`src/design/integer_to_decimal_ascii_core_defines.svh`:
```
// Assertion macros shared by the integer-to-decimal ASCII core.
// Used by the top level only; expects clk_i and rst_ni in scope.
`ifndef INTEGER_TO_DECIMAL_ASCII_CORE_DEFINES_SVH
`define INTEGER_TO_DECIMAL_ASCII_CORE_DEFINES_SVH

// Same-cycle implication, disabled during reset
`define ITDA_ASSERT_NOW(lbl, ante, cons, msg) \
  lbl: assert property (@(posedge clk_i) disable iff (!rst_ni) (ante) |-> (cons)) \
    else $error(msg);

// Next-cycle implication, disabled during reset
`define ITDA_ASSERT_NEXT(lbl, ante, cons, msg) \
  lbl: assert property (@(posedge clk_i) disable iff (!rst_ni) (ante) |=> (cons)) \
    else $error(msg);

`endif

```
`src/design/itda_pkg.sv`:
```
// Shared types and constants for the integer-to-decimal ASCII core.
// No dependencies.
package itda_pkg;

  localparam int unsigned DIGIT_W = 4;
  localparam int unsigned IN_W    = 64;
  localparam int unsigned OUT_W   = 8;

  localparam logic [6:0] CHAR_ZERO  = 7'd48;
  localparam logic [6:0] CHAR_MINUS = 7'd45;

  // double-dabble correction: digits of five or more get three added
  localparam logic [DIGIT_W-1:0] DIGIT_ADJ_MIN = 4'd5;
  localparam logic [DIGIT_W-1:0] DIGIT_ADJ     = 4'd3;
  localparam logic [DIGIT_W-1:0] DIGIT_MAX     = 4'd9;

  typedef enum logic [2:0] {
    ST_IDLE,
    ST_CONV,
    ST_SKIP,
    ST_SIGN,
    ST_EMIT
  } itda_state_e;

endpackage

```
`src/design/itda_dabble_unit.sv`:
```
// One double-dabble step: add-3 correction on every BCD digit, then a
// one-bit left shift of the BCD and binary words. Depends on itda_pkg.
module itda_dabble_unit import itda_pkg::*; #(
  parameter int unsigned NDIG  = 20,
  parameter int unsigned BIN_W = 64
) (
  input  logic [DIGIT_W*NDIG-1:0] bcd_i,
  input  logic [BIN_W-1:0]        bin_i,
  output logic [DIGIT_W*NDIG-1:0] bcd_o,
  output logic [BIN_W-1:0]        bin_o
);

  logic [DIGIT_W*NDIG-1:0] bcd_adj;

  // per-digit correction, digits are independent
  always_comb begin
    for (int i = 0; i < NDIG; i++) begin
      if (bcd_i[i*DIGIT_W +: DIGIT_W] >= DIGIT_ADJ_MIN) begin
        bcd_adj[i*DIGIT_W +: DIGIT_W] = bcd_i[i*DIGIT_W +: DIGIT_W] + DIGIT_ADJ;
      end else begin
        bcd_adj[i*DIGIT_W +: DIGIT_W] = bcd_i[i*DIGIT_W +: DIGIT_W];
      end
    end
  end

  // shift the binary MSB into the BCD word
  assign bcd_o = {bcd_adj[DIGIT_W*NDIG-2:0], bin_i[BIN_W-1]};
  assign bin_o = {bin_i[BIN_W-2:0], 1'b0};

endmodule

```
`src/design/integer_to_decimal_ascii_core.sv`:
```
// Top level of the integer-to-decimal ASCII core: sequencer, magnitude
// and BCD registers, output register. Depends on itda_pkg,
// itda_dabble_unit and integer_to_decimal_ascii_core_defines.svh.
//
//  channel  | dir | tdata                         | tlast
//  s_axis   | in  | [63:0] value (signed)         | -
//  m_axis   | out | [6:0] char_code, [7] zero pad | last character of value
//
// One item occupies the block from acceptance until its last character
// is out; a negative value adds a sign character. The cost is set by the
// shared double-dabble step (one input bit a cycle), a leading-zero skip of
// one digit a cycle and one character a cycle out while m_axis_tready holds.
// Reset (rst_ni low, asynchronous) empties the output register and
// returns the sequencer to idle. A stalled output holds its character;
// the next character waits in the sequencer.
`include "integer_to_decimal_ascii_core_defines.svh"

module integer_to_decimal_ascii_core import itda_pkg::*; #(
  parameter int unsigned VALUE_WIDTH = 64
) (
  input  logic             clk_i,
  input  logic             rst_ni,
  input  logic             s_axis_tvalid,
  output logic             s_axis_tready,
  input  logic [IN_W-1:0]  s_axis_tdata,   // [63:0] value
  output logic             m_axis_tvalid,
  input  logic             m_axis_tready,
  output logic [OUT_W-1:0] m_axis_tdata,   // [6:0] char_code, [7] zero
  output logic             m_axis_tlast    // last
);

  localparam int unsigned NDIG  = (VALUE_WIDTH * 30103) / 100000 + 1;
  localparam int unsigned BCD_W = DIGIT_W * NDIG;
  localparam int unsigned CNT_W = (VALUE_WIDTH > 1) ? $clog2(VALUE_WIDTH) : 1;
  localparam int unsigned REM_W = $clog2(NDIG + 1);

  itda_state_e state_q, state_d;

  logic [VALUE_WIDTH-1:0] mag_q, mag_d;
  logic [BCD_W-1:0]       bcd_q, bcd_d;
  logic [CNT_W-1:0]       cnt_q, cnt_d;
  logic [REM_W-1:0]       rem_q, rem_d;
  logic                   neg_q, neg_d;

  logic                   out_valid_q, out_valid_d;
  logic [6:0]             out_char_q, out_char_d;
  logic                   out_last_q, out_last_d;

  logic [VALUE_WIDTH-1:0] in_raw;
  logic                   in_neg;
  logic [VALUE_WIDTH-1:0] in_mag;
  logic [BCD_W-1:0]       dab_bcd;
  logic [VALUE_WIDTH-1:0] dab_mag;
  logic [DIGIT_W-1:0]     top_digit;
  logic                   slot_free;

  // sign and magnitude of the incoming value
  assign in_raw = s_axis_tdata[VALUE_WIDTH-1:0];
  assign in_neg = in_raw[VALUE_WIDTH-1];
  assign in_mag = in_neg ? (VALUE_WIDTH'(0) - in_raw) : in_raw;

  assign top_digit = bcd_q[BCD_W-1 -: DIGIT_W];
  assign slot_free = !out_valid_q || m_axis_tready;

  itda_dabble_unit #(
    .NDIG  (NDIG),
    .BIN_W (VALUE_WIDTH)
  ) u_dabble (
    .bcd_i (bcd_q),
    .bin_i (mag_q),
    .bcd_o (dab_bcd),
    .bin_o (dab_mag)
  );

  // state and working registers
  always_ff @(posedge clk_i or negedge rst_ni) begin
    if (!rst_ni) begin
      state_q     <= ST_IDLE;
      out_valid_q <= 1'b0;
    end else begin
      state_q     <= state_d;
      out_valid_q <= out_valid_d;
    end
  end

  always_ff @(posedge clk_i) begin
    mag_q      <= mag_d;
    bcd_q      <= bcd_d;
    cnt_q      <= cnt_d;
    rem_q      <= rem_d;
    neg_q      <= neg_d;
    out_char_q <= out_char_d;
    out_last_q <= out_last_d;
  end

  // sequencer: convert, skip leading zeros, sign, digits
  always_comb begin
    state_d     = state_q;
    mag_d       = mag_q;
    bcd_d       = bcd_q;
    cnt_d       = cnt_q;
    rem_d       = rem_q;
    neg_d       = neg_q;
    out_char_d  = out_char_q;
    out_last_d  = out_last_q;
    out_valid_d = out_valid_q && !m_axis_tready;

    case (state_q)
      ST_IDLE: begin
        if (s_axis_tvalid) begin
          mag_d   = in_mag;
          neg_d   = in_neg;
          bcd_d   = '0;
          cnt_d   = '0;
          state_d = ST_CONV;
        end
      end
      ST_CONV: begin
        mag_d = dab_mag;
        bcd_d = dab_bcd;
        cnt_d = cnt_q + 1'b1;
        if (cnt_q == CNT_W'(VALUE_WIDTH - 1)) begin
          rem_d   = REM_W'(NDIG);
          state_d = ST_SKIP;
        end
      end
      ST_SKIP: begin
        if (top_digit == '0 && rem_q != REM_W'(1)) begin
          bcd_d = bcd_q << DIGIT_W;
          rem_d = rem_q - 1'b1;
        end else if (neg_q) begin
          state_d = ST_SIGN;
        end else begin
          state_d = ST_EMIT;
        end
      end
      ST_SIGN: begin
        if (slot_free) begin
          out_valid_d = 1'b1;
          out_char_d  = CHAR_MINUS;
          out_last_d  = 1'b0;
          state_d     = ST_EMIT;
        end
      end
      ST_EMIT: begin
        if (slot_free) begin
          out_valid_d = 1'b1;
          out_char_d  = CHAR_ZERO + {3'b000, top_digit};
          out_last_d  = (rem_q == REM_W'(1));
          bcd_d       = bcd_q << DIGIT_W;
          rem_d       = rem_q - 1'b1;
          if (rem_q == REM_W'(1)) begin
            state_d = ST_IDLE;
          end
        end
      end
      default: begin
        state_d = ST_IDLE;
      end
    endcase
  end

  assign s_axis_tready = (state_q == ST_IDLE);
  assign m_axis_tvalid = out_valid_q;
  assign m_axis_tdata  = {1'b0, out_char_q};
  assign m_axis_tlast  = out_last_q;

  // checks
  `ITDA_ASSERT_NEXT(a_accept_starts_conv, s_axis_tvalid && s_axis_tready, state_q == ST_CONV, "accepted item did not start conversion")
  `ITDA_ASSERT_NOW(a_emit_digit_range, state_q == ST_EMIT, top_digit <= DIGIT_MAX, "BCD digit out of range")
  `ITDA_ASSERT_NOW(a_minus_not_last, m_axis_tvalid && (m_axis_tdata[6:0] == CHAR_MINUS), !m_axis_tlast, "minus sign marked as last character")
  `ITDA_ASSERT_NOW(a_first_digit_nonzero, state_q == ST_EMIT && $past(state_q) == ST_SKIP && rem_q != REM_W'(1), top_digit != '0, "leading zero reached output")

endmodule
```
`config.mk`:
```
export PLATFORM = sky130hd
export DESIGN_NAME = integer_to_decimal_ascii_core
export DESIGN_NICKNAME = d
export VERILOG_FILES = /design/src/design/itda_pkg.sv /design/src/design/itda_dabble_unit.sv /design/src/design/integer_to_decimal_ascii_core.sv
export VERILOG_INCLUDE_DIRS = /design/src /design/src/design
export SDC_FILE = /design/constraint.sdc
export NUM_CORES = 1
export LEC_CHECK = 0
export ABC_AREA = 1
export BUFFER_PORTS_ARGS = -buffer_cell sky130_fd_sc_hd__buf_4
export CELL_PAD_IN_SITES_DETAIL_PLACEMENT = 0
export CELL_PAD_IN_SITES_GLOBAL_PLACEMENT = 1
export CORE_MARGIN = 8
export CORE_UTILIZATION = 40
export DETAILED_ROUTE_END_ITERATION = 8
export PLACE_DENSITY_LB_ADDON = 0.1
export SYNTH_ARGS = -nofsm -noshare
export SYNTH_HDL_FRONTEND = slang
export SYNTH_HIERARCHICAL = 1
export SYNTH_SLANG_ARGS = --single-unit
```
`constraint.sdc`:
```
create_clock -name clk_i -period 7.65 [get_ports clk_i]
set_input_delay 1.9125 -clock clk_i [delete_from_list [all_inputs] [get_ports clk_i]]
set_output_delay 1.9125 -clock clk_i [all_outputs]
set_load 0.05 [all_outputs]
```
Yosys cells after proc, flatten, opt, wreduce, memory -nomap -nowiden:

Cells that the tools add are included.

* equal/unequal tests: 14
* magnitude comparators: 20
* $add $sub $neg: 24
* muxes and demuxes: 49
* reductions and logical operators: 18

Operators with widths (count)
* $pmux 80 s4: 1
* $mux 80: 3
* $mux 64: 2
* $pmux 64 s2: 1
* $ge 4x3->1 const B: 20
* $add 4x2->4 const B: 19
* $mux 4: 19
* $sub 1x64->64 const A: 1
* $mux 3: 8
* $mux 5: 3
* $pmux 3 s5: 1
* $pmux 5 s3: 1
* $mux 7: 2
* $ne 2x2->1 const B: 7
* $pmux 7 s2: 1
* $pmux 6 s2: 1
* $reduce_and 4->1: 2
* $add 6x4->7 const A: 1
* $add 6x1->6 const B: 1
* $eq 3x2->1 const B: 2
* $eq 6x6->1 const B: 1
* $mux 6: 1
* $reduce_and 6->1: 1
* $eq 5x1->1 const B: 1
* other kinds (18): 25

* register bits after elaboration: 168
* output and inout bits: 11

Longest topological paths before layout:

* depth after elaboration: 4
* mapped depth: 12
* gate-level depth less buffers: 12

Modules after synthesis:

The synthesis kept the hierarchy.

Modules (own cells, without submodules)
* integer_to_decimal_ascii_core: seq. area each 4964.8 sq um, times used 1, area each 9220.1 sq um, cells an instance 1012
* itda_dabble_unit: seq. area each 0.0 sq um, times used 1, area each 2772.7 sq um, cells an instance 490

Worst setup path before layout:

OpenSTA, ideal clock, no wires.

* kind: input-to-reg
* from: input port m_axis_tready
* to: register bcd_q[0] (enable)
* stages on the path: 4
* required time: 7.033 ns
* slack: -0.583 ns
* path buffers: 0
* arrival: 7.617 ns
* library setup time: 0.617 ns
* cell sequence: nor2_1 nand2_1 o21ai_0 nor3_1

* longest elaborated chain between the ends: 3

RTL lines
* start: declaration: RTL line integer_to_decimal_ascii_core.sv:27 `input logic m_axis_tready,`
* $logic_or 1x1->1: RTL line integer_to_decimal_ascii_core.sv:63 `assign slot_free = !out_valid_q || m_axis_tready;`
* $ne 2x2->1 (no line)
* $reduce_and 4->1 (no line)
* end signal: assignment: RTL line integer_to_decimal_ascii_core.sv:88 `bcd_q <= bcd_d;`
* end: declaration: RTL line integer_to_decimal_ascii_core.sv:40 `logic [BCD_W-1:0] bcd_q, bcd_d;`

Every way passes these cells.
A chain may end at the register's enable or synchronous reset.

Worst setup path after layout:

* from: input port s_axis_tdata[63]
* to: register mag_q[62], data pin

* longest elaborated chain between the ends: 3

RTL lines
* start: declaration: RTL line integer_to_decimal_ascii_core.sv:25 `input logic [IN_W-1:0] s_axis_tdata,`
* $mux 64: RTL line integer_to_decimal_ascii_core.sv:60 `assign in_mag = in_neg ? (VALUE_WIDTH'(0) - in_raw) : in_raw;`
* $mux 64: RTL line integer_to_decimal_ascii_core.sv:110 `if (s_axis_tvalid) begin`
* $pmux 64 s2: RTL line integer_to_decimal_ascii_core.sv:108 `case (state_q)`
* net mag_d[62]: RTL line integer_to_decimal_ascii_core.sv:39 `logic [VALUE_WIDTH-1:0] mag_q, mag_d;`
* end signal: assignment: RTL line integer_to_decimal_ascii_core.sv:87 `mag_q <= mag_d;`
* end: declaration: RTL line integer_to_decimal_ascii_core.sv:39

The timed path passes the listed nets, and every way through them passes these cells. The select of a mux whose other input is x is not followed.

==> results.yml <==
run_status:
  status: "completed"
cells_and_area:
  post_route_cells_drive_above_1_share_pct: 14.38
  num-fill-cells: 3029
  area_delta_synth_final_pct: 8.159
  num_antenna_cells: 0
  nets: 1608
worst_setup_path:
  cp.arrival_ns: 3.63
  r2r_slack_ns: 4.32
  reg2reg_depth: 9
  worstSetupPathType: "in -> reg"
  timing.rr.start: "state_q[2]"
  r2r-end: "bcd_q[30]"
  start_kind: "primary input"
  critPathRequiredTime_ns: 7.83
  crit_path_max_fanout: 61
  critPathCaptureType: "flop"
global_route:
  grt_pass1_wl_um: 48070
  grt_pass1_vias: 9457
  antenna_found_initial: 0
  grt_start_max_net_pins: 88
  grt_usage_pct: 16.42
  grtUsageMet1_pct: 21.59
  met3_usage_pct: 2.980
  grt.overflow.total: 0
  busiest_layer: "met2"
  grt_use_met2_pct: 27.08
placement:
  place_congestion: 0.8392
  io_buffers: 75
  hpwl_um: 20780
logic_synthesis:
  synth_top_flop_cell: "edfxtp_1"
  yosys.cell_types.count: 42
  avgSynthCellArea_sq_um: 7.985
  syn_inst: 1502
  syn_area_sq_mm: 0.01199
  ys_ff_latch: 166
  yosys_warnings: 6
  synth_edf_count: 162
  async_reset_ff_share_pct: 2.410
  yosysSeqAreaShare_pct: 41.40
power:
  power_density_mw_per_mm2: 431.0
  p_leak_nw: 5.538
  ir_worst_vdd_uv: 334.5
  power.total_w: 0.005591
clock_network:
  cts_tree: "yes"
  cts_buffers: 17
  clk_latency_ns: 0.43
  cts_buffer_depth: 2
  htree_levels: 4
  cts-root-buf: "clkbuf_16"
  cts_setup_buffers: 0
  cts_resized: 0
  clkSlewWorstSetupHoldPaths_ns: 0.07
  clock_sinks: 166
  cts_hold_buf: 0
timing:
  drv_slew: 0
  clock.fmax_ghz: 0.2891
  hold_viol_final: 0
  post-route-period-util_pct: 45.21
  rsz0062_at_grt: "false"
  relSlewSlack_pct: 28.98
  skew_ns: 0.01191
  fin_tns_setup_ns: 0
  setup_viol: 0
  fin_crit_ns: 3.459
  tightest_slew_ns: 1.065
worst_hold_path:
  whs_endpoint: "mag_q[42]"
  holdPathStages: 2
  min-delay-start: "mag_q[41]"
  hold_path.class: "reg -> reg"
drt:
  drc: 0
  avgViaCountPerCell: 5.035
  dr.pass1.iters: 5
  dr_total_vias: 9561
  first_iter_violations: 541
  wire_per_inst_um: 15.24
  routed_wl_um: 28950
  drt.antenna.violating_nets: 0
floorplanning:
  fp-row-count: 63
  die_w_um: 189.2
  design.core.area_sq_mm: 0.02956
  initial_utilization_pct: 40.57
  dieArea_sq_mm: 0.03578
  die_h_um: 189.2
  io_pins: 79
job:
  drv_cap: 0
-- Yosys cell counts (15+ instances only) --
library cell  instances  area (sq um)
nand2_1             409          1535
edfxtp_1            162          4865
nor2_1              143         536.8
inv_1               127         476.7
nand3_1             118         590.6
o21ai_0              81         405.4
buf_4                77         578.1
a22o_1               76         665.6
ha_1                 44         550.5
a21oi_1              39         195.2
inv_2                30         112.6
o21ai_1              24         120.1
buf_2                23         115.1
o21ai_2              22         192.7
nor2_4               15         168.9
-- how the worst max path moves through the flow --
stage                                start        end  slack [ns]  depth (start not counted)
after global placement    s_axis_tdata[63]  mag_q[62]        3.79                          8
after CTS                 s_axis_tdata[63]  mag_q[62]        4.22                          8
after global routing            state_q[2]  bcd_q[27]        4.03                          9
after floorplan              m_axis_tready   bcd_q[0]        1.89                          4
after detailed placement  s_axis_tdata[63]  mag_q[62]        3.78                          8
final                     s_axis_tdata[63]  mag_q[62]        4.19                          8
-- through the flow --
| step | utilization [%] | cell area (sq um) | std cells | setup WS [ns] | hold WS, ns |
|---|---|---|---|---|---|
| after global placement | 41.82 | 12360 | 1867 | 3.788 | 0.4995 |
| after detailed placement | 41.82 | 12360 | 1867 | 3.785 | 0.5046 |
| after CTS | 43.88 | 12970 | 1899 | 4.219 | 0.5219 |
| final | 43.88 | 12970 | 1899 | 4.191 | 0.5195 |
| after global routing | 43.88 | 12970 | 1899 | 4.033 | 0.5415 |
| after floorplan | - | 12000 | 1503 | 1.889 | 0.4835 |
-- layer usage --
metal	vias up	wire [um]
li1	4951	-
met1	4449	13980
met2	133	13500
met3	28	876
met4	0	586
met5	-	0
-- area by class of cell --
cell class                      instances  area [sq um]  area share, %
Clock inverter                         11         150.1          1.158
Timing Repair Buffer                   80         600.6          4.630
Tap cell                              390         488.0          3.762
Inverter                              161         606.8          4.678
Sequential cell                       166          4965          38.28
Clock buffer                           21         460.4          3.550
Multi-Input combinational cell       1070          5700          43.95
-- placed cells by master, fill, tap and decap left out, types with 3 or more instances in the layout --
cell type | Yosys | final
a21oi_1 | 39 | 39
a21oi_2 | 5 | 5
a22o_1 | 76 | 76
a31oi_1 | 3 | 3
buf_4 | 77 | 80
bufinv_16 | 0 | 3
clkbuf_16 | 0 | 17
clkinv_1 | 4 | 4
clkinv_4 | 0 | 3
conb_1 | 3 | 4
dfrtp_1 | 4 | 4
edfxtp_1 | 162 | 162
ha_1 | 44 | 44
inv_1 | 127 | 126
inv_2 | 30 | 30
nand2_1 | 409 | 409
nand2_2 | 12 | 12
nand2_4 | 4 | 4
nand3_1 | 118 | 118
nand3b_1 | 6 | 6
nand4_1 | 12 | 12
nor2_1 | 143 | 143
nor2_2 | 9 | 9
nor2_4 | 15 | 15
nor3_1 | 4 | 3
o21ai_0 | 81 | 81
o21ai_1 | 24 | 24
o21ai_2 | 22 | 22
o21bai_1 | 3 | 3
or2_0 | 3 | 3
or2_2 | 5 | 5
xnor2_1 | 9 | 9
xor2_1 | 11 | 11
-- critical path: stages --
cell and delay (ns):
buf_4 0.53, inv_1 0.44, a21oi_1 0.41, nor2_4 0.10
nand2_1 0.07, nand2_1 0.05, nand3_1 0.06, nand2_1 0.05
-- power breakdown --
part / internal (W) / switching [W]
logic: 0.000868 / 0.00163
registers: 0.00182 / 0.000367
clock network: 0.000533 / 0.000369
-- kinds of logic after synthesis --
| family | Yosys count | synth area share (%) |
|---|---|---|
| compound gates | 258 | 14.26 |
| xor+xnor | 20 | 1.461 |
| fa+ha+maj | 44 | 4.591 |
| buf+inv | 267 | 11.19 |
| flops | 166 | 41.40 |
| other cells | 3 | 0.09389 |
| simple gates | 744 | 27.00 |
-- sequential cells by signal, indices dropped and copies added, names as in the netlist --
register	count
neg_q	1
m_axis_tlast	1
out_char_q	5
m_axis_tvalid	1
state_q	3
mag_q	64
cnt_q	6
bcd_q	80
rem_q	5
No activity file was read; power rests on OpenSTA's default activity.
